`config.mk`:
```
export PLATFORM = sky130hd
export DESIGN_NAME = modem_read_response_deframer_core
export DESIGN_NICKNAME = d
export VERILOG_FILES = /design/src/rtl/core/mrrd_pkg.sv /design/src/rtl/core/mrrd_parser.sv /design/src/rtl/core/mrrd_out_queue.sv /design/src/rtl/core/modem_read_response_deframer_core.sv
export SDC_FILE = /design/constraint.sdc
export NUM_CORES = 1
export LEC_CHECK = 0
export BUFFER_PORTS_ARGS = -buffer_cell sky130_fd_sc_hd__buf_2
export CORE_ASPECT_RATIO = 0.75
export CORE_UTILIZATION = 50
export CTS_CLUSTER_DIAMETER = 50
export DETAILED_ROUTE_END_ITERATION = 8
export GPL_TIMING_DRIVEN = 1
export PLACE_DENSITY = 0.67
export SYNTH_ARGS = -nofsm -noshare
export SYNTH_HDL_FRONTEND = slang
export SYNTH_HIERARCHICAL = 1
export SYNTH_SLANG_ARGS = --single-unit
```
`constraint.sdc`:
```
create_clock -name clk_i -period 7.2 [get_ports clk_i]
set_input_delay 0.72 -clock clk_i [delete_from_list [all_inputs] [get_ports clk_i]]
set_output_delay 0.72 -clock clk_i [all_outputs]
set_load 0.05 [all_outputs]
```
`src/rtl/core/mrrd_pkg.sv`:
```
// ----------------------------------------------------------------------------
// mrrd_pkg
// Shared types and constants for the modem read response deframer.
// ----------------------------------------------------------------------------
package mrrd_pkg;

  localparam int unsigned HdrLen   = 10;
  localparam int unsigned TagLen   = 5;
  localparam int unsigned QueDepth = 4;
  localparam int unsigned QuePtrW  = $clog2(QueDepth);
  localparam int unsigned QueCntW  = $clog2(QueDepth + 1);

  localparam logic [7:0] ChPlus    = 8'h2B;
  localparam logic [7:0] ChSpace   = 8'h20;
  localparam logic [7:0] ChTab     = 8'h09;
  localparam logic [7:0] ChNewline = 8'h0A;
  localparam logic [7:0] ChD       = 8'h44;
  localparam logic [7:0] ChZero    = 8'h30;
  localparam logic [7:0] ChNine    = 8'h39;

  typedef enum logic [2:0] {
    ST_OK     = 3'd0,
    ST_NOHDR  = 3'd1,
    ST_NODIG  = 3'd2,
    ST_ZERO   = 3'd3,
    ST_NONL   = 3'd4,
    ST_SHORT  = 3'd5
  } parse_status_e;

  typedef enum logic {
    KIND_PAYLOAD = 1'b0,
    KIND_STATUS  = 1'b1
  } item_kind_e;

  typedef struct packed {
    logic [7:0] in_byte;
    logic       end_of_response;
  } in_item_t;

  typedef struct packed {
    logic        item_kind;
    logic [7:0]  payload_byte;
    logic [2:0]  parse_status;
    logic [15:0] declared_length;
    logic        is_last;
  } out_item_t;

  // results of one parse step
  typedef struct packed {
    logic pay_valid;
    logic stat_valid;
  } step_flags_t;

  typedef struct packed {
    logic               room;   // at least two free slots
    logic [QueCntW-1:0] count;
  } que_status_t;

  // "+HTTPREAD:"
  function automatic logic [7:0] hdr_char(input logic [3:0] idx);
    logic [7:0] c;
    case (idx)
      4'd0:    c = 8'h2B;
      4'd1:    c = 8'h48;
      4'd2:    c = 8'h54;
      4'd3:    c = 8'h54;
      4'd4:    c = 8'h50;
      4'd5:    c = 8'h52;
      4'd6:    c = 8'h45;
      4'd7:    c = 8'h41;
      4'd8:    c = 8'h44;
      4'd9:    c = 8'h3A;
      default: c = 8'h00;
    endcase
    return c;
  endfunction

  // "DATA,"
  function automatic logic [7:0] tag_char(input logic [2:0] idx);
    logic [7:0] c;
    case (idx)
      3'd0:    c = 8'h44;
      3'd1:    c = 8'h41;
      3'd2:    c = 8'h54;
      3'd3:    c = 8'h41;
      3'd4:    c = 8'h2C;
      default: c = 8'h00;
    endcase
    return c;
  endfunction

endpackage

```
`src/rtl/core/mrrd_parser.sv`:
```
// ----------------------------------------------------------------------------
// mrrd_parser
// Header/length/payload parse state; one byte per step, up to two results.
// ----------------------------------------------------------------------------
module mrrd_parser #(
  parameter int unsigned LENGTH_WIDTH = 16
) (
  input  logic                clk_i,
  input  logic                rst_ni,
  input  logic                step_i,
  input  mrrd_pkg::in_item_t  item_i,
  output mrrd_pkg::step_flags_t flags_o,
  output mrrd_pkg::out_item_t pay_item_o,
  output mrrd_pkg::out_item_t stat_item_o
);

  localparam int unsigned AccW = LENGTH_WIDTH + 4;
  localparam logic [LENGTH_WIDTH-1:0] LenMax = {LENGTH_WIDTH{1'b1}};

  typedef enum logic [7:0] {
    PH_SEARCH   = 8'b0000_0001,
    PH_SPACES   = 8'b0000_0010,
    PH_DATA     = 8'b0000_0100,
    PH_FIRSTDIG = 8'b0000_1000,
    PH_DIGITS   = 8'b0001_0000,
    PH_NEWLINE  = 8'b0010_0000,
    PH_PAYLOAD  = 8'b0100_0000,
    PH_DONE     = 8'b1000_0000
  } phase_e;

  phase_e                  phase_q, phase_d;
  logic [3:0]              match_q, match_d;
  logic [LENGTH_WIDTH-1:0] acc_q, acc_d;
  logic [LENGTH_WIDTH-1:0] remain_q, remain_d;
  logic [2:0]              err_q, err_d;

  logic [7:0]              b;
  logic                    is_digit;
  logic [AccW-1:0]         acc_ext, acc_mul;
  logic [LENGTH_WIDTH-1:0] acc_sat;
  logic [2:0]              st;

  assign b        = item_i.in_byte;
  assign is_digit = (b >= mrrd_pkg::ChZero) && (b <= mrrd_pkg::ChNine);
  assign acc_ext  = AccW'(acc_q);
  // acc*10 + digit; ASCII digits carry their value in the low nibble
  assign acc_mul  = (acc_ext << 3) + (acc_ext << 1) + AccW'(b[3:0]);
  assign acc_sat  = (acc_mul > AccW'(LenMax)) ? LenMax : acc_mul[LENGTH_WIDTH-1:0];

  always_comb begin
    phase_d  = phase_q;
    match_d  = match_q;
    acc_d    = acc_q;
    remain_d = remain_q;
    err_d    = err_q;
    flags_o  = '0;
    st       = mrrd_pkg::ST_OK;

    pay_item_o                 = '0;
    pay_item_o.item_kind       = mrrd_pkg::KIND_PAYLOAD;
    pay_item_o.payload_byte    = b;
    pay_item_o.parse_status    = mrrd_pkg::ST_OK;
    pay_item_o.declared_length = 16'(acc_q);

    case (phase_q)
      PH_SEARCH: begin
        if (b == mrrd_pkg::hdr_char(match_q)) begin
          if (match_q == 4'(mrrd_pkg::HdrLen - 1)) begin
            match_d = '0;
            phase_d = PH_SPACES;
          end else begin
            match_d = match_q + 4'd1;
          end
        end else begin
          match_d = (b == mrrd_pkg::ChPlus) ? 4'd1 : 4'd0;
        end
      end
      PH_SPACES: begin
        if (b == mrrd_pkg::ChSpace || b == mrrd_pkg::ChTab) begin
          phase_d = PH_SPACES;
        end else if (b == mrrd_pkg::ChD) begin
          match_d = 4'd1;
          phase_d = PH_DATA;
        end else if (is_digit) begin
          acc_d   = LENGTH_WIDTH'(b[3:0]);
          phase_d = PH_DIGITS;
        end else begin
          phase_d = PH_DONE;
          err_d   = mrrd_pkg::ST_NODIG;
        end
      end
      PH_DATA: begin
        if (match_q < 4'(mrrd_pkg::TagLen) && b == mrrd_pkg::tag_char(match_q[2:0])) begin
          if (match_q == 4'(mrrd_pkg::TagLen - 1)) begin
            match_d = '0;
            phase_d = PH_FIRSTDIG;
          end else begin
            match_d = match_q + 4'd1;
          end
        end else begin
          match_d = '0;
          phase_d = PH_DONE;
          err_d   = mrrd_pkg::ST_NODIG;
        end
      end
      PH_FIRSTDIG: begin
        if (is_digit) begin
          acc_d   = LENGTH_WIDTH'(b[3:0]);
          phase_d = PH_DIGITS;
        end else begin
          phase_d = PH_DONE;
          err_d   = mrrd_pkg::ST_NODIG;
        end
      end
      PH_DIGITS: begin
        if (is_digit) begin
          acc_d = acc_sat;
        end else if (acc_q == '0) begin
          phase_d = PH_DONE;
          err_d   = mrrd_pkg::ST_ZERO;
        end else if (b == mrrd_pkg::ChNewline) begin
          remain_d = acc_q;
          phase_d  = PH_PAYLOAD;
        end else begin
          phase_d = PH_NEWLINE;
        end
      end
      PH_NEWLINE: begin
        if (b == mrrd_pkg::ChNewline) begin
          remain_d = acc_q;
          phase_d  = PH_PAYLOAD;
        end
      end
      PH_PAYLOAD: begin
        flags_o.pay_valid = 1'b1;
        if (remain_q != '0) begin
          remain_d = remain_q - LENGTH_WIDTH'(1);
        end
        if (remain_q <= LENGTH_WIDTH'(1)) begin
          phase_d = PH_DONE;
          err_d   = mrrd_pkg::ST_OK;
        end
      end
      default: begin
        phase_d = phase_q;
      end
    endcase

    // status from the state after this byte
    case (phase_d)
      PH_SEARCH:   st = mrrd_pkg::ST_NOHDR;
      PH_SPACES:   st = mrrd_pkg::ST_NODIG;
      PH_DATA:     st = mrrd_pkg::ST_NODIG;
      PH_FIRSTDIG: st = mrrd_pkg::ST_NODIG;
      PH_DIGITS:   st = (acc_d == '0) ? mrrd_pkg::ST_ZERO : mrrd_pkg::ST_NONL;
      PH_NEWLINE:  st = mrrd_pkg::ST_NONL;
      PH_PAYLOAD:  st = mrrd_pkg::ST_SHORT;
      default:     st = err_d;
    endcase

    stat_item_o                 = '0;
    stat_item_o.item_kind       = mrrd_pkg::KIND_STATUS;
    stat_item_o.payload_byte    = '0;
    stat_item_o.parse_status    = st;
    stat_item_o.declared_length = 16'(acc_d);
    stat_item_o.is_last         = 1'b1;

    if (item_i.end_of_response) begin
      flags_o.stat_valid = 1'b1;
      phase_d  = PH_SEARCH;
      match_d  = '0;
      acc_d    = '0;
      remain_d = '0;
      err_d    = mrrd_pkg::ST_OK;
    end

    if (!step_i) begin
      flags_o  = '0;
      phase_d  = phase_q;
      match_d  = match_q;
      acc_d    = acc_q;
      remain_d = remain_q;
      err_d    = err_q;
    end
  end

  always_ff @(posedge clk_i or negedge rst_ni) begin
    if (!rst_ni) begin
      phase_q  <= PH_SEARCH;
      match_q  <= '0;
      acc_q    <= '0;
      remain_q <= '0;
      err_q    <= mrrd_pkg::ST_OK;
    end else begin
      phase_q  <= phase_d;
      match_q  <= match_d;
      acc_q    <= acc_d;
      remain_q <= remain_d;
      err_q    <= err_d;
    end
  end

endmodule

```
`src/rtl/core/mrrd_out_queue.sv`:
```
// ----------------------------------------------------------------------------
// mrrd_out_queue
// Small result queue: takes up to two items per cycle, delivers one unless stalled.
// ----------------------------------------------------------------------------
module mrrd_out_queue (
  input  logic                  clk_i,
  input  logic                  rst_ni,
  input  mrrd_pkg::step_flags_t push_i,
  input  mrrd_pkg::out_item_t   pay_item_i,
  input  mrrd_pkg::out_item_t   stat_item_i,
  output mrrd_pkg::que_status_t status_o,
  output logic                  out_valid_o,
  input  logic                  out_stall_i,
  output mrrd_pkg::out_item_t   out_item_o
);

  localparam int unsigned PtrW = mrrd_pkg::QuePtrW;
  localparam int unsigned CntW = mrrd_pkg::QueCntW;

  mrrd_pkg::out_item_t mem_q [mrrd_pkg::QueDepth];
  logic [PtrW-1:0]     wr_q, wr_d, rd_q, rd_d, stat_slot;
  logic [CntW-1:0]     cnt_q, cnt_d;
  logic                pop;

  assign pop         = (cnt_q != '0) && !out_stall_i;
  assign out_valid_o = (cnt_q != '0);
  assign out_item_o  = mem_q[rd_q];
  assign stat_slot   = wr_q + PtrW'(push_i.pay_valid);

  assign wr_d  = wr_q + PtrW'(push_i.pay_valid) + PtrW'(push_i.stat_valid);
  assign rd_d  = rd_q + PtrW'(pop);
  assign cnt_d = cnt_q + CntW'(push_i.pay_valid) + CntW'(push_i.stat_valid) - CntW'(pop);

  assign status_o.count = cnt_q;
  assign status_o.room  = (cnt_q <= CntW'(mrrd_pkg::QueDepth - 2));

  always_ff @(posedge clk_i) begin
    if (push_i.pay_valid) begin
      mem_q[wr_q] <= pay_item_i;
    end
    if (push_i.stat_valid) begin
      mem_q[stat_slot] <= stat_item_i;
    end
  end

  always_ff @(posedge clk_i or negedge rst_ni) begin
    if (!rst_ni) begin
      wr_q  <= '0;
      rd_q  <= '0;
      cnt_q <= '0;
    end else begin
      wr_q  <= wr_d;
      rd_q  <= rd_d;
      cnt_q <= cnt_d;
    end
  end

endmodule

```
`src/rtl/core/modem_read_response_deframer_core.sv`:
```
// Throughput: one byte per cycle while the result queue has room; the final byte
// of a response may give two results, which a four-entry result queue absorbs
// and drains one per cycle unless the output stalls. Input stalls only when the
// queue holds more than two items. Each accepted byte is registered first.
// Reset: asynchronous, active low; parser returns to header search, queue empties.
// ----------------------------------------------------------------------------
// modem_read_response_deframer_core
// Finds the read header, takes the decimal length and passes the payload bytes,
// closing each response with a status item.
// ----------------------------------------------------------------------------
module modem_read_response_deframer_core #(
  parameter int unsigned LENGTH_WIDTH = 16
) (
  input  logic                clk_i,
  input  logic                rst_ni,
  input  logic                in_valid_i,
  output logic                in_stall_o,
  input  mrrd_pkg::in_item_t  in_item_i,
  output logic                out_valid_o,
  input  logic                out_stall_i,
  output mrrd_pkg::out_item_t out_item_o
);

  logic                  in_valid_q, in_valid_d;
  mrrd_pkg::in_item_t    in_q;
  logic                  accept, step;
  mrrd_pkg::step_flags_t flags;
  mrrd_pkg::out_item_t   pay_item, stat_item;
  mrrd_pkg::que_status_t que_st;

  assign step       = in_valid_q && que_st.room;
  assign in_stall_o = in_valid_q && !que_st.room;
  assign accept     = in_valid_i && !in_stall_o;
  assign in_valid_d = accept ? 1'b1 : (step ? 1'b0 : in_valid_q);

  always_ff @(posedge clk_i or negedge rst_ni) begin
    if (!rst_ni) begin
      in_valid_q <= 1'b0;
    end else begin
      in_valid_q <= in_valid_d;
    end
  end

  always_ff @(posedge clk_i) begin
    if (accept) begin
      in_q <= in_item_i;
    end
  end

  mrrd_parser #(
    .LENGTH_WIDTH(LENGTH_WIDTH)
  ) u_parser (
    .clk_i      (clk_i),
    .rst_ni     (rst_ni),
    .step_i     (step),
    .item_i     (in_q),
    .flags_o    (flags),
    .pay_item_o (pay_item),
    .stat_item_o(stat_item)
  );

  mrrd_out_queue u_queue (
    .clk_i      (clk_i),
    .rst_ni     (rst_ni),
    .push_i     (flags),
    .pay_item_i (pay_item),
    .stat_item_i(stat_item),
    .status_o   (que_st),
    .out_valid_o(out_valid_o),
    .out_stall_i(out_stall_i),
    .out_item_o (out_item_o)
  );

  a_que_bound: assert property (@(posedge clk_i) disable iff (!rst_ni)
    que_st.count <= mrrd_pkg::QueCntW'(mrrd_pkg::QueDepth))
    else $error("result queue overflow");

  a_status_last: assert property (@(posedge clk_i) disable iff (!rst_ni)
    out_valid_o |-> (out_item_o.item_kind == out_item_o.is_last))
    else $error("status item and last flag disagree");

  a_payload_clean: assert property (@(posedge clk_i) disable iff (!rst_ni)
    (out_valid_o && out_item_o.item_kind == mrrd_pkg::KIND_PAYLOAD) |->
      (out_item_o.parse_status == mrrd_pkg::ST_OK))
    else $error("payload item carries a status");

  a_step_needs_room: assert property (@(posedge clk_i) disable iff (!rst_ni)
    (flags.pay_valid || flags.stat_valid) |-> (in_valid_q && que_st.room))
    else $error("result pushed without a byte or room");

endmodule

```
== Yosys cells after proc, flatten, opt, wreduce, memory -nomap -nowiden ==
Memory sizes are Yosys's and may differ from the RTL's.
Cells that the tools add are included.

* Equal/unequal tests: 32
* Magnitude comparators: 6
* Add/sub/neg operators: 10
* Multipliers: 0
* Muxes and demuxes: 59
* Reduce and logical (&&, ||, !) cells: 22
* Bitwise logic cells: 0
* Shift-type cells: 0
* Div/mod/pow operators: 0

{| class="wikitable"
|+ Operator list
! kind !! count
|-
| $mux W16 || 11
|-
| $mux W8 || 14
|-
| $pmux W16 S3 || 2
|-
| $pmux W8 S7 || 1
|-
| $eq A8 B4 Y1 const B || 4
|-
| $eq A8 B6 Y1 const B || 4
|-
| $logic_not A16 Y1 || 2
|-
| $pmux W3 S5 || 2
|-
| $mux W4 || 7
|-
| $pmux W7 S4 || 1
|-
| $mux W3 || 9
|-
| $eq A8 B7 Y1 const B || 3
|-
| $add A19 B17 Y20 || 1
|-
| $add A20 B4 Y20 || 1
|-
| $gt A20 B16 Y1 const B || 1
|-
| $eq A8 B1 Y1 const B || 2
|-
| $eq A8 B2 Y1 const B || 2
|-
| $eq A8 B3 Y1 const B || 2
|-
| $eq A8 B5 Y1 const B || 2
|-
| $eq A8 B8 Y1 || 2
|-
| $le A16 B1 Y1 const B || 1
|-
| $reduce_bool A16 Y1 || 1
|-
| $sub A16 B1 Y16 const B || 1
|-
| $pmux W4 S3 || 1
|-
| other kinds (29) || 52
|}

* Bits in writable memories: 116
* Flip-flop bits (word level): 64
* Memories: 2
* Bits in latches: 0
* Bits in read-only memories: 112
* Input bits: 13

{| class="wikitable"
|+ Memory list
! name !! words !! bits a word !! read ports !! clocked after Yosys merged registers in !! wr ports !! RTL line !! source
|-
| u_queue.mem_q || 4 || 29 || 1 || 0 || 2 || mrrd_out_queue.sv:20 || <nowiki>mrrd_pkg::out_item_t mem_q [mrrd_pkg::QueDepth];</nowiki>
|-
| (no name shown) || 16 || 7 || 1 || 0 || 0 || mrrd_pkg.sv:62 || <nowiki>case (idx)</nowiki>
|}

== Longest topological paths before layout ==
Gate-level depths: netlist (run 1).

* Word-level depth: 11
* Gate-level depth with buffers: 15
* Gate-level depth less buffers: 14

== Cells and area by module ==
Netlist (run 1), hierarchy kept.

{| class="wikitable"
|+ By module, submodules not included
! module !! seq. area each (sq um) !! cells each !! area an instance (sq um) !! times used
|-
| mrrd_out_queue || 3658.5 || 317 || 6053.3 || 1
|-
| mrrd_parser || 1177.4 || 673 || 5213.8 || 1
|-
| modem_read_response_deframer_core || 295.3 || 15 || 334.1 || 1
|}

== Least setup slack after synthesis (run 1) ==
Ideal clock, no wire load.

* Kind: register to register
* Start point: reg u_parser.phase_q[4]
* End point: mem u_queue/mem_q[3][0] (netlist name) (enable)
* Data arrival time: 4090 ps
* Library setup time: 461 ps
* Stages on the path, launching flop included: 9
* Data required time: 6739 ps
* Setup slack: 2648 ps
* Path buffers: 3
* Cells stage by stage: dfrtp_1 -> clkbuf_1 -> nor4_1 -> nand4b_1 -> clkbuf_1 -> buf_1 -> nor2_1 -> inv_1 -> o32ai_1

{| class="wikitable"
|+ RTL lines
! element !! RTL line !! source
|-
| from (decl) || mrrd_parser.sv:31 || <nowiki>phase_e phase_q, phase_d;</nowiki>
|-
| from (signal assigned) || mrrd_parser.sv:195 || <nowiki>phase_q <= phase_d;</nowiki>
|-
| to (decl) || mrrd_out_queue.sv:20 ||
|}

==> results of run 1 <==
==> stage by stage <==
step	instances	utilization, %	area (um2)
after floorplan	1018	-	11600
after global placement	1285	52.9	11800
after detailed placement	1285	52.9	11800
after CTS	1317	55.5	12400
after global routing	1317	55.5	12400
final	1317	55.5	12400
==> flip-flops by register name (all words and copies together) (netlist names) <==
signal             flops
u_parser/err_q         3
u_parser/remain_q     16
u_queue/cnt_q          3
in_valid_q             1
u_queue/mem_q        116
u_parser/phase_q       8
u_parser/acc_q        16
in_q                   9
u_queue/rd_q           2
u_parser/match_q       4
u_queue/wr_q           2
==> worst register-to-register path, stage by stage (launching register included) <==
cell,delay [ns]
edfxtp_1,0.73
fa_1,0.56
fa_1,0.48
a21o_1,0.22
a221oi_2,0.42
o31a_1,0.25
o21ai_0,0.10
mux2_2,0.29
or3_1,0.59
o21ai_0,0.25
nor4bb_1,0.44
o21ai_1,0.18
mux2_2,0.31
==> area by class of cell <==
type | count | area share (%)
flip-flops and latches | 180 | 41.3
clock inverters | 11 | 0.986
multi-input cells | 734 | 48.0
repair buffers | 53 | 2.33
inverters | 24 | 0.724
clock buffers | 21 | 3.78
well taps | 294 | 2.96
==> worst paths after layout <==
kind	depth (start not counted)	slack [ns]	endpoint	startpoint
worst min-delay path	2	0.44	u_parser/remain_q[9]	rst_ni
max in group asynchronous	2	6.19	u_queue/rd_q[0]	rst_ni
min in group clk_i	1	0.46	in_q[2]	in_item_i[2]
worst max register to register	12	2.14	u_queue/mem_q[0][19]	in_q[4]
worst max-delay path	12	2.14	u_queue/mem_q[0][19]	in_q[4]
worst min register to register	2	0.51	u_parser/err_q[2]	u_parser/err_q[2]
==> layout by cell type, fill, tap and decap left out, drive strengths merged, types with 27 or more instances in the layout <==
cell	netlist	final
buf	37	53
nand2	53	53
nor2	72	72
inv	23	27
mux4	29	29
o21ai	74	74
ha	46	46
edfxtp	125	125
a21oi	50	50
dfrtp	54	54
mux2	117	117
==> metal layers <==
layer | global-route usage [%] | up-vias
li1 | - | 3838
met1 | 37.0 | 4154
met3 | 4.37 | 33
met4 | 6.70 | 0
met5 | 0 | -
met2 | 37.8 | 296
==> power by group through the flow <==
stage	Combinational (W)	Clock (W)	Sequential [W]
2_1_floorplan	0.00114	0	0.00133
3_3_place_gp	0.00139	0	0.00137
3_5_place_dp	0.00140	0	0.00138
4_1_cts	0.00141	0.000982	0.00136
5_1_grt	0.00149	0.00102	0.00137
6_report	0.00140	0.000963	0.00136
==> cells by family (layout without fill, tap and decap cells) <==
logic type / count (synthesis) / in the layout / synth area share, %
other: 2 / 15 / 0.0647
adder cells (fa/ha/maj): 50 / 50 / 5.65
XOR/XNOR: 28 / 28 / 2.18
AO/OA/AOI/OAI: 231 / 231 / 13.3
flip-flops: 180 / 180 / 44.2
multiplexers: 150 / 150 / 17.3
AND/OR/NAND/NOR: 260 / 260 / 12.3
buffers and inverters: 104 / 109 / 4.98
==> cells in the mapped netlist (all sizes together), types with 8 or more instances <==
master	count	area share (%)
edfxtp	125	32
mux2	117	11
o21ai	74	3.2
nor2	72	2.4
dfrtp	54	12
nand2	53	1.7
a21oi	50	2.2
ha	46	5.0
clkbuf	43	1.7
buf	37	2.6
mux4	29	5.6
inv	23	0.74
nor3	23	1.1
a22o	21	1.6
xnor2	14	1.1
xor2	14	1.1
nand2b	12	0.71
nor4	12	0.75
a21o	11	0.71
and2	10	0.56
or4	10	0.74
nand4	9	0.49
nor2b	9	0.49
nand3	8	0.35
==> metrics.txt, run 1 <==
vias per std cell 6.32; H-tree Lvls 4; Post-CTS Resized 0; NetSw 0.00146 W; Synth async-reset ratio 30.6%; CTS sink cnt 180; share of layout cells above drive strength 1 25.8%; Post-CTS Hold Fix Bufs 0; Die Height 134 um; min-delay worst type in -> async; uppermost layer routed met4; largest net degree at the start of global routing 56; Core Region 22,400 um2; internal power between 0.002 and 0.0025 W; CTS tree built; post-synth cell types between 90 and 100; dpl ws 2.23 ns; Port-buffer cells 43; worst-margin pin slew 1.18 ns; Clk pin slew, worst setup/hold paths 0.07 ns; Skew-Pair Late Insertion Delay 0.45 ns; Starting Density 51.8%; ant diodes 0; Residual DRC 0; Routed WL per cell 21.7 um; initial antenna violation count 0; Die W 178 um; nets@finish 1,073; Fin. Hold Viols 0; clk root buf clkbuf_16; Main synth FF type edfxtp_1; crit path buf inv count 0; Max VDD drop between 200 and 300 uV; Synth Area per Inst 11.5 um2; area delta synth->final 7.25%; Slew headroom 21.1%; Total Routing Usage GR 25.0%; hold_ws 0.437 ns; Final Cycle Share between 70% and 80%; M1 wire length 13,500 um; Inserted Clock Buffers 17; Yosys warnings 6; mapped cell area 11,600 um2; CP top delay family compound AO/OA/AOI/OAI gates; crit path time final 5.06 ns; Comb pwr share between 30% and 40%; global-route wire length before repair 45,300 um; final wirelength between 20,000 and 30,000 um; Detail Placement HPWL approximately 19,000 um; Worst EP arrival 5.24 ns; EDFF count, synth 125; overall power around 0.0037 W; Post-Route Setup TNS 0 ns; switching share of total power about 39%; Detail Route Antenna Nets 0; Setup CP Type reg -> reg; outcome finished clean; Post-Syn Instances 1,005; Crit. End Element flip-flop; WP data required approximately 7.4 ns; setup ws final roughly 2.1 ns; GR Overflow Total 0; total number of vias 8,321; Slew Viols, Final 0; Achievable Freq roughly 200 MHz; Iter 0 DRT Violations between 800 and 900; final setup vio count 0; WL met3 1820 um; max_cap viols 0; clk buf depth 2; Seq/Total Area, Yosys 44.2%; LEAKAGE 4.82 nW; GP Congestion 0.939; Startpoint Class flip-flop; PwrDens 299 nW/um2; multi-input logic area a little under 6000 um2; CP max FO 18; DR WL met2 12,800 um; Reg power frac 36.5%; Pre-Repair DR Iteration Count 5; # IOs 44; slowest stage cell, crit path edfxtp_1; slowest cell delay on critical path 0.73 ns; Die Outline Area 23,800 um2; Fillers 1,891; # rows 47; Post-CTS Setup Bufs 0; clock share of power 25.9%; Register Area 5130 um2; number of global-route vias before repair 7,984; critical path, cell by cell fa_1 > fa_1 > a21o_1 > a221oi_2 > o31a_1 > o21ai_0 > mux2_2 > or3_1 > o21ai_0 > nor4bb_1 > o21ai_1 > mux2_2; Synth Register Bits between 150 and 200; RSZ-0062 raised after global routing no; Clock Skews 0.0187 ns
Power figures use the tool's default switching activity.
==> run 2, diff against run 1 <==
- ABC_AREA: unset -> 1
- PLACE_DENSITY: 0.67 -> 0.69
- clock period: 7.2 -> 4.45 ns (I/O delays scaled with it)
==> run 2 against run 1 <==
Sequential power up 77%. Synthesized area up 6.7%. Clock power up 60%. Largest cell class unchanged. Count of clock-buffer cells in the layout down 2. Combinational power up 140%. Highest routed layer unchanged. Critical path depth rose by 9. Wire length up 23%. Fmax increased by 25%.
==> metrics.txt, run 2 <==
outcome finished clean; Worst EP arrival 4.35 ns (-0.89 ns); final setup vio count 0 (unchanged); Total Routing Usage GR 28.4% (+3.4 points); met1 usage 43.8% (+6.8 points); Achievable Freq 247 MHz (+25%); Detail Placement HPWL 23,900 um (+27%); final wirelength 35,200 um (+23%); CP top delay family simple AND/OR/NAND/NOR gates; CP max FO 16 (-2); Clk pin slew, worst setup/hold paths 0.07 ns (about the same); Inserted Clock Buffers 17 (unchanged); most frequent cell after synthesis nand2_1; Synth Area per Inst 7.53 um2 (-35%); Fin. Hold Viols 0 (unchanged); Post-Route Setup TNS 0 ns (unchanged); ant diodes 0 (unchanged); Post-synth top cells 536 x nand2_1, 193 x inv_1, 188 x nand3_1, 125 x edfxtp_1, 81 x nor2_1; total number of vias 11,158 (+34%); Crit. End Element flip-flop; top cell type by total area after synthesis edfxtp_1; Main synth FF type edfxtp_1; Setup CP Type reg -> reg; GR met2 Demand/Resource 41.0% (+3.2 points); max_cap viols 0 (unchanged); Yosys warnings 6 (unchanged); WP data required 4.76 ns (-2.63 ns); Post-Syn Instances 1,644 (+64%); GRT met3 Usage 5.14% (+0.77 points); vias per std cell 5.59 (-12%); min-delay worst type in -> reg; Residual DRC 0 (unchanged); Skew-Pair Late Insertion Delay 0.45 ns (about the same); nets@finish 1,716 (+60%); Starting Density 51.3% (-0.52 points); Routed WL per cell 17.6 um (-19%); initial antenna violation count 0 (unchanged); slowest cell delay on critical path 0.57 ns (-0.16 ns); clk root buf clkbuf_16; critical path, cell by cell fa_1 > fa_1 > nand2_1 > nand2_1 > nand3b_1 > nand2_2 > nand2_1 > nand2_1 > nand2_1 > nand2_2 > nor2_4 > nand3_1 > nand2_1 > nand2_1 > nor2_1 > nand2_1 > nor2_1 > nand4_1 > nand3_1 > nand3_1 > nand2_1; # IOs 44 (unchanged); overall power 0.00736 W (+98%); Max VDD drop 512 uV (+76%); GR Overflow Total 0 (unchanged); post-synth cell types 49 (-48%); mapped cell area 12,400 um2 (+6.7%); Synth Register Bits 180 (unchanged); grt peak-use layer met1; Port-buffer cells 43 (unchanged); area delta synth->final 7.77%; EDFF count, synth 125 (unchanged); H-tree Lvls 4 (unchanged); Die W 184 um (+3.3%); Final Cycle Share 90.9% (+21 points); largest net degree at the start of global routing 118 (+110%); hold_ws 0.176 ns (-0.261 ns); top cell type's share of synthesized area 30.3% (-2.0 points); GP Congestion 0.946 (+0.77%); crit path buf inv count 0 (unchanged); max reg flops 116 (unchanged); commonest non-fill, non-tap cell in the layout nand2_1; RSZ-0062 raised after global routing no; Detail Route Antenna Nets 0 (unchanged); LEAKAGE 6.52 nW (+35%); share of layout cells above drive strength 1 9.07% (-17 points); Core Region 24,200 um2 (+7.8%); # rows 49 (+4.3%); most frequent cells in the layout 536 x nand2_1, 193 x inv_1, 188 x nand3_1, 125 x edfxtp_1, 81 x nor2_1; CTS tree built; most flop-heavy register u_queue/mem_q; number of global-route vias before repair 10,267 (+29%); Startpoint Class flip-flop; Die Outline Area 25,400 um2 (+6.6%); PwrDens 552 nW/um2 (+84%); crit path time final 4.04 ns (-1.01 ns); Seq/Total Area, Yosys 41.4% (-2.8 points); slowest stage cell, crit path dfrtp_1; Slew Viols, Final 0 (unchanged); Pre-Repair DR Iteration Count 6 (+1); Top cell by count, worst path nand2_1; Largest regs u_queue/mem_q x116, u_parser/acc_q x16, u_parser/remain_q x16; clk buf depth 2 (unchanged); Post-CTS Setup Bufs 0 (unchanged); Synth async-reset ratio 30.6% (unchanged); CTS sink cnt 180 (unchanged); Iter 0 DRT Violations 1,246 (+50%); dominant cells by area after synthesis edfxtp_1 30%, nand2_1 16%, dfrtp_1 11%; Die Height 138 um (+3.3%); Clock Skews 0.0134 ns (-0.00529 ns); Slew headroom 18.6% (-2.4 points); global-route wire length before repair 55,600 um (+23%); worst-margin pin slew 1.22 ns (+0.0446 ns)
run 2: logic make-up after synthesis:
family                     Yosys count  synth area share (%)
and+or+nand+nor                    868                  29.7
buffers and inverters              303                  11.0
AOI/OAI and AO/OA                  222                  11.1
DFF                                180                  41.4
adders and majority gates           50                  5.30
xor gates and xnor gates            19                  1.34
other                                2                0.0607
run 2: path summary, 6_finish.rpt:
kind	slack, ns	endpoint	startpoint	cells after the start
worst max-delay path	0.41	u_queue/mem_q[2][18]	u_parser/acc_q[2]	21
worst min-delay path	0.18	in_q[5]	in_item_i[5]	1
worst max register to register	0.41	u_queue/mem_q[2][18]	u_parser/acc_q[2]	21
worst min register to register	0.50	u_parser/err_q[2]	u_parser/err_q[2]	2
max in group asynchronous	3.02	u_queue/rd_q[0]	rst_ni	3
min in group asynchronous	0.47	u_parser/remain_q[14]	rst_ni	2
run 2: metrics by stage:
step	cells	setup WS [ns]	instance area, um2	util [%]
after global placement	1964	0.584	12800	52.8
final	1996	0.405	13300	55.2
after global routing	1996	0.0611	13300	55.2
after floorplan	1657	0.384	12400	-
after detailed placement	1964	0.513	12800	52.8
after CTS	1996	0.457	13300	55.2
run 2: layer usage:
layer / vias to the layer above / wire length, um
met3: 27 / 3170
met2: 519 / 14900
met4: 0 / 246
met1: 5185 / 16900
met5: - / 0
li1: 5427 / -
run 2: where the power goes:
group,switching (W),internal [W],total [W]
clock network,0.000700,0.000838,0.00154
logic,0.00255,0.000861,0.00342
registers,0.000313,0.00210,0.00241
total,0.00357,0.00380,0.00736
run 2: area by class of cell:
cell class,instances,area [um2]
Timing Repair Buffer,77,498
Clock inverter,12,148
Clock buffer,19,433
Multi-Input combinational cell,1174,5950
Fill cell,2337,10800
Sequential cell,180,5130
Inverter,203,762
Tap cell,331,414
run 2: timing repair:
action | CTS | global route
endpoints found under the hold margin | 16 | 0
hold buffers | 1 | 0
gates resized for setup | 0 | 0
==> run 3, diff against run 2 <==
- ABC_AREA: 1 -> unset
==> run 3 against run 2 <==
Total power is 18% lower. Register-to-register slack worse by 0.21 ns. Clock power about the same. Setup slack worse by 0.21 ns. Highest routed layer unchanged. Worst hold slack got worse by 0.0053 ns. Critical path depth fell by 6. Sequential power shrank 8%. Final cell count is 32% lower. Via count shrank 24%. Clock skew down 0.0057 ns.
==> metrics.txt, run 3 (same netlist as run 1, synthesis figures left out) <==
LEAKAGE 5.05 nW (-23%); # IOs 44 (unchanged); number of global-route vias before repair 8,212 (-20%); Slew headroom 47.1% (+29 points); Final Cycle Share 95.6% (+4.7 points); commonest non-fill, non-tap cell in the layout edfxtp_1; total number of vias 8,508 (-24%); area delta synth->final 10.5%; CTS tree built; Total Routing Usage GR 25.5% (-2.9 points); CP top delay family compound AO/OA/AOI/OAI gates; PwrDens 472 nW/um2 (-14%); Inserted Clock Buffers 17 (unchanged); max reg flops 116 (unchanged); Port-buffer cells 43 (unchanged); Clk pin slew, worst setup/hold paths 0.07 ns (about the same); overall power 0.00606 W (-18%); Register Area 5130 um2 (about the same); WP data required 4.77 ns (about the same); # rows 47 (-4.1%); Startpoint Class flip-flop; H-tree Lvls 4 (unchanged); final setup vio count 0 (unchanged); Setup CP Type reg -> reg; nets@finish 1,120 (-35%); final wirelength 28,900 um (-18%); multi-input logic area 5990 um2 (+0.67%); global-route wire length before repair 46,000 um (-17%); Starting Density 51.8% (+0.52 points); Clock Skews 0.00766 ns (-0.00572 ns); critical path, cell by cell fa_2 > fa_2 > a21o_1 > a221oi_2 > buf_4 > o31a_1 > o21ai_0 > mux2_2 > or3_4 > o21ai_0 > nor4bb_2 > buf_4 > and2_1 > o32a_1 > mux2_2; Post-CTS Hold Fix Bufs 0 (-1); clk buf depth 2 (unchanged); Iter 0 DRT Violations 874 (-30%); Crit. End Element flip-flop; share of layout cells above drive strength 1 29.3% (+20 points); worst-margin pin slew 0.793 ns (-0.428 ns); crit path buf inv count 2 (+2); min-delay worst type in -> async; Pre-Repair DR Iteration Count 5 (-1); Worst EP arrival 4.57 ns (+0.22 ns); Die Outline Area 23,800 um2 (-6.2%); clk root buf clkbuf_16; Largest regs u_queue/mem_q x116, u_parser/acc_q x16, u_parser/remain_q x16; GR Overflow Total 0 (unchanged); Slew Viols, Final 0 (unchanged); Residual DRC 0 (unchanged); Skew-Pair Late Insertion Delay 0.44 ns (about the same); GP Congestion 0.950 (+0.33%); vias per std cell 6.24 (+12%); CTS sink cnt 180 (unchanged); initial antenna violation count 1 (+1); CP max FO 4 (-12); Fin. Hold Viols 0 (unchanged); Routed WL per cell 21.2 um (+20%); Max VDD drop 326 uV (-36%); Post-Route Setup TNS 0 ns (unchanged); Detail Placement HPWL 19,700 um (-18%); RSZ-0062 raised after global routing no; most frequent cells in the layout 125 x edfxtp_1, 113 x mux2_2, 72 x o21ai_0, 70 x nor2_1, 57 x buf_4; crit path time final 4.25 ns (+0.208 ns); slowest cell delay on critical path 0.51 ns (-0.06 ns); slowest stage cell, crit path fa_2; Achievable Freq 235 MHz (-4.9%); Detail Route Antenna Nets 0 (unchanged); Die Height 134 um (-3.2%); outcome finished clean; Die W 178 um (-3.2%); largest net degree at the start of global routing 56 (-53%); max_cap viols 0 (unchanged); Fillers 1,872 (-20%); Core Region 22,400 um2 (-7.2%); most flop-heavy register u_queue/mem_q
[run 3: cell count changes in the layout (fill, tap and decap cells not counted), sizes merged, moves of 15 or more]
cell / before / now
inv: 208 / 25
nand3: 189 / 8
nand2: 544 / 53
buf: 76 / 100
o211ai: 59 / 4
nor2: 87 / 72
mux2: 0 / 117
o22ai: 27 / 5
a22o: 2 / 21
mux4: 0 / 29
[run 3: repair_timing]
item	4_1_cts	5_1_grt
gates resized for setup	0	6
setup endpoints to repair	0	43
setup buffers	0	0
endpoints found under the hold margin	0	0
[run 3: per-stage QoR]
| stage | cell area [um2] | util (%) | hold WS [ns] | setup WS, ns | std cells |
|---|---|---|---|---|---|
| 3_3_place_gp | 12200 | 54.5 | 0.489 | 0.166 | 1332 |
| 3_5_place_dp | 12200 | 54.5 | 0.494 | 0.0595 | 1332 |
| 2_1_floorplan | 11700 | - | 0.149 | 0.278 | 1018 |
| 4_1_cts | 12800 | 57.1 | 0.164 | 0.00153 | 1363 |
| 6_report | 12800 | 57.2 | 0.170 | 0.197 | 1364 |
| 5_1_grt | 12800 | 57.2 | 0.167 | 0.00399 | 1363 |
[run 3: per-layer routing]
layer	routed length, um	share of wire (%)	GRT usage, %	up-vias
met5	0	0	0	-
met4	408	1.4	7.08	0
met3	1900	6.6	4.96	39
met2	13000	45	38.2	319
met1	13600	47	37.5	4226
li1	-	-	-	3924
[run 3: area by class of cell]
| class | count | area share, % |
|---|---|---|
| antenna | 1 | 0.0195 |
| clock buffer | 18 | 3.35 |
| clock inverter | 13 | 1.24 |
| inverter | 24 | 0.703 |
| multi-input combinational | 734 | 46.8 |
| sequential | 180 | 40.0 |
| tap | 294 | 2.87 |
| timing repair buffer | 100 | 5.02 |
[run 3: worst paths after layout]
kind                              startpoint               endpoint  slack, ns  depth (start not counted)
setup / recovery           u_parser/acc_q[2]   u_queue/mem_q[1][17]       0.20                         15
hold / removal                        rst_ni  u_parser/remain_q[10]       0.17                          2
setup reg to reg           u_parser/acc_q[2]   u_queue/mem_q[1][17]       0.20                         15
hold reg to reg            u_parser/err_q[2]      u_parser/err_q[2]       0.51                          2
max in group asynchronous             rst_ni        u_queue/rd_q[0]       3.72                          2
min in group clk_i              in_item_i[6]                in_q[6]       0.19                          1
[run 3: where the power goes]
group | leakage, nW | switching, W | internal, W
clock | 0.281 | 0.000655 | 0.000880
combinational | 2.91 | 0.00153 | 0.000784
sequential | 1.85 | 0.000156 | 0.00205
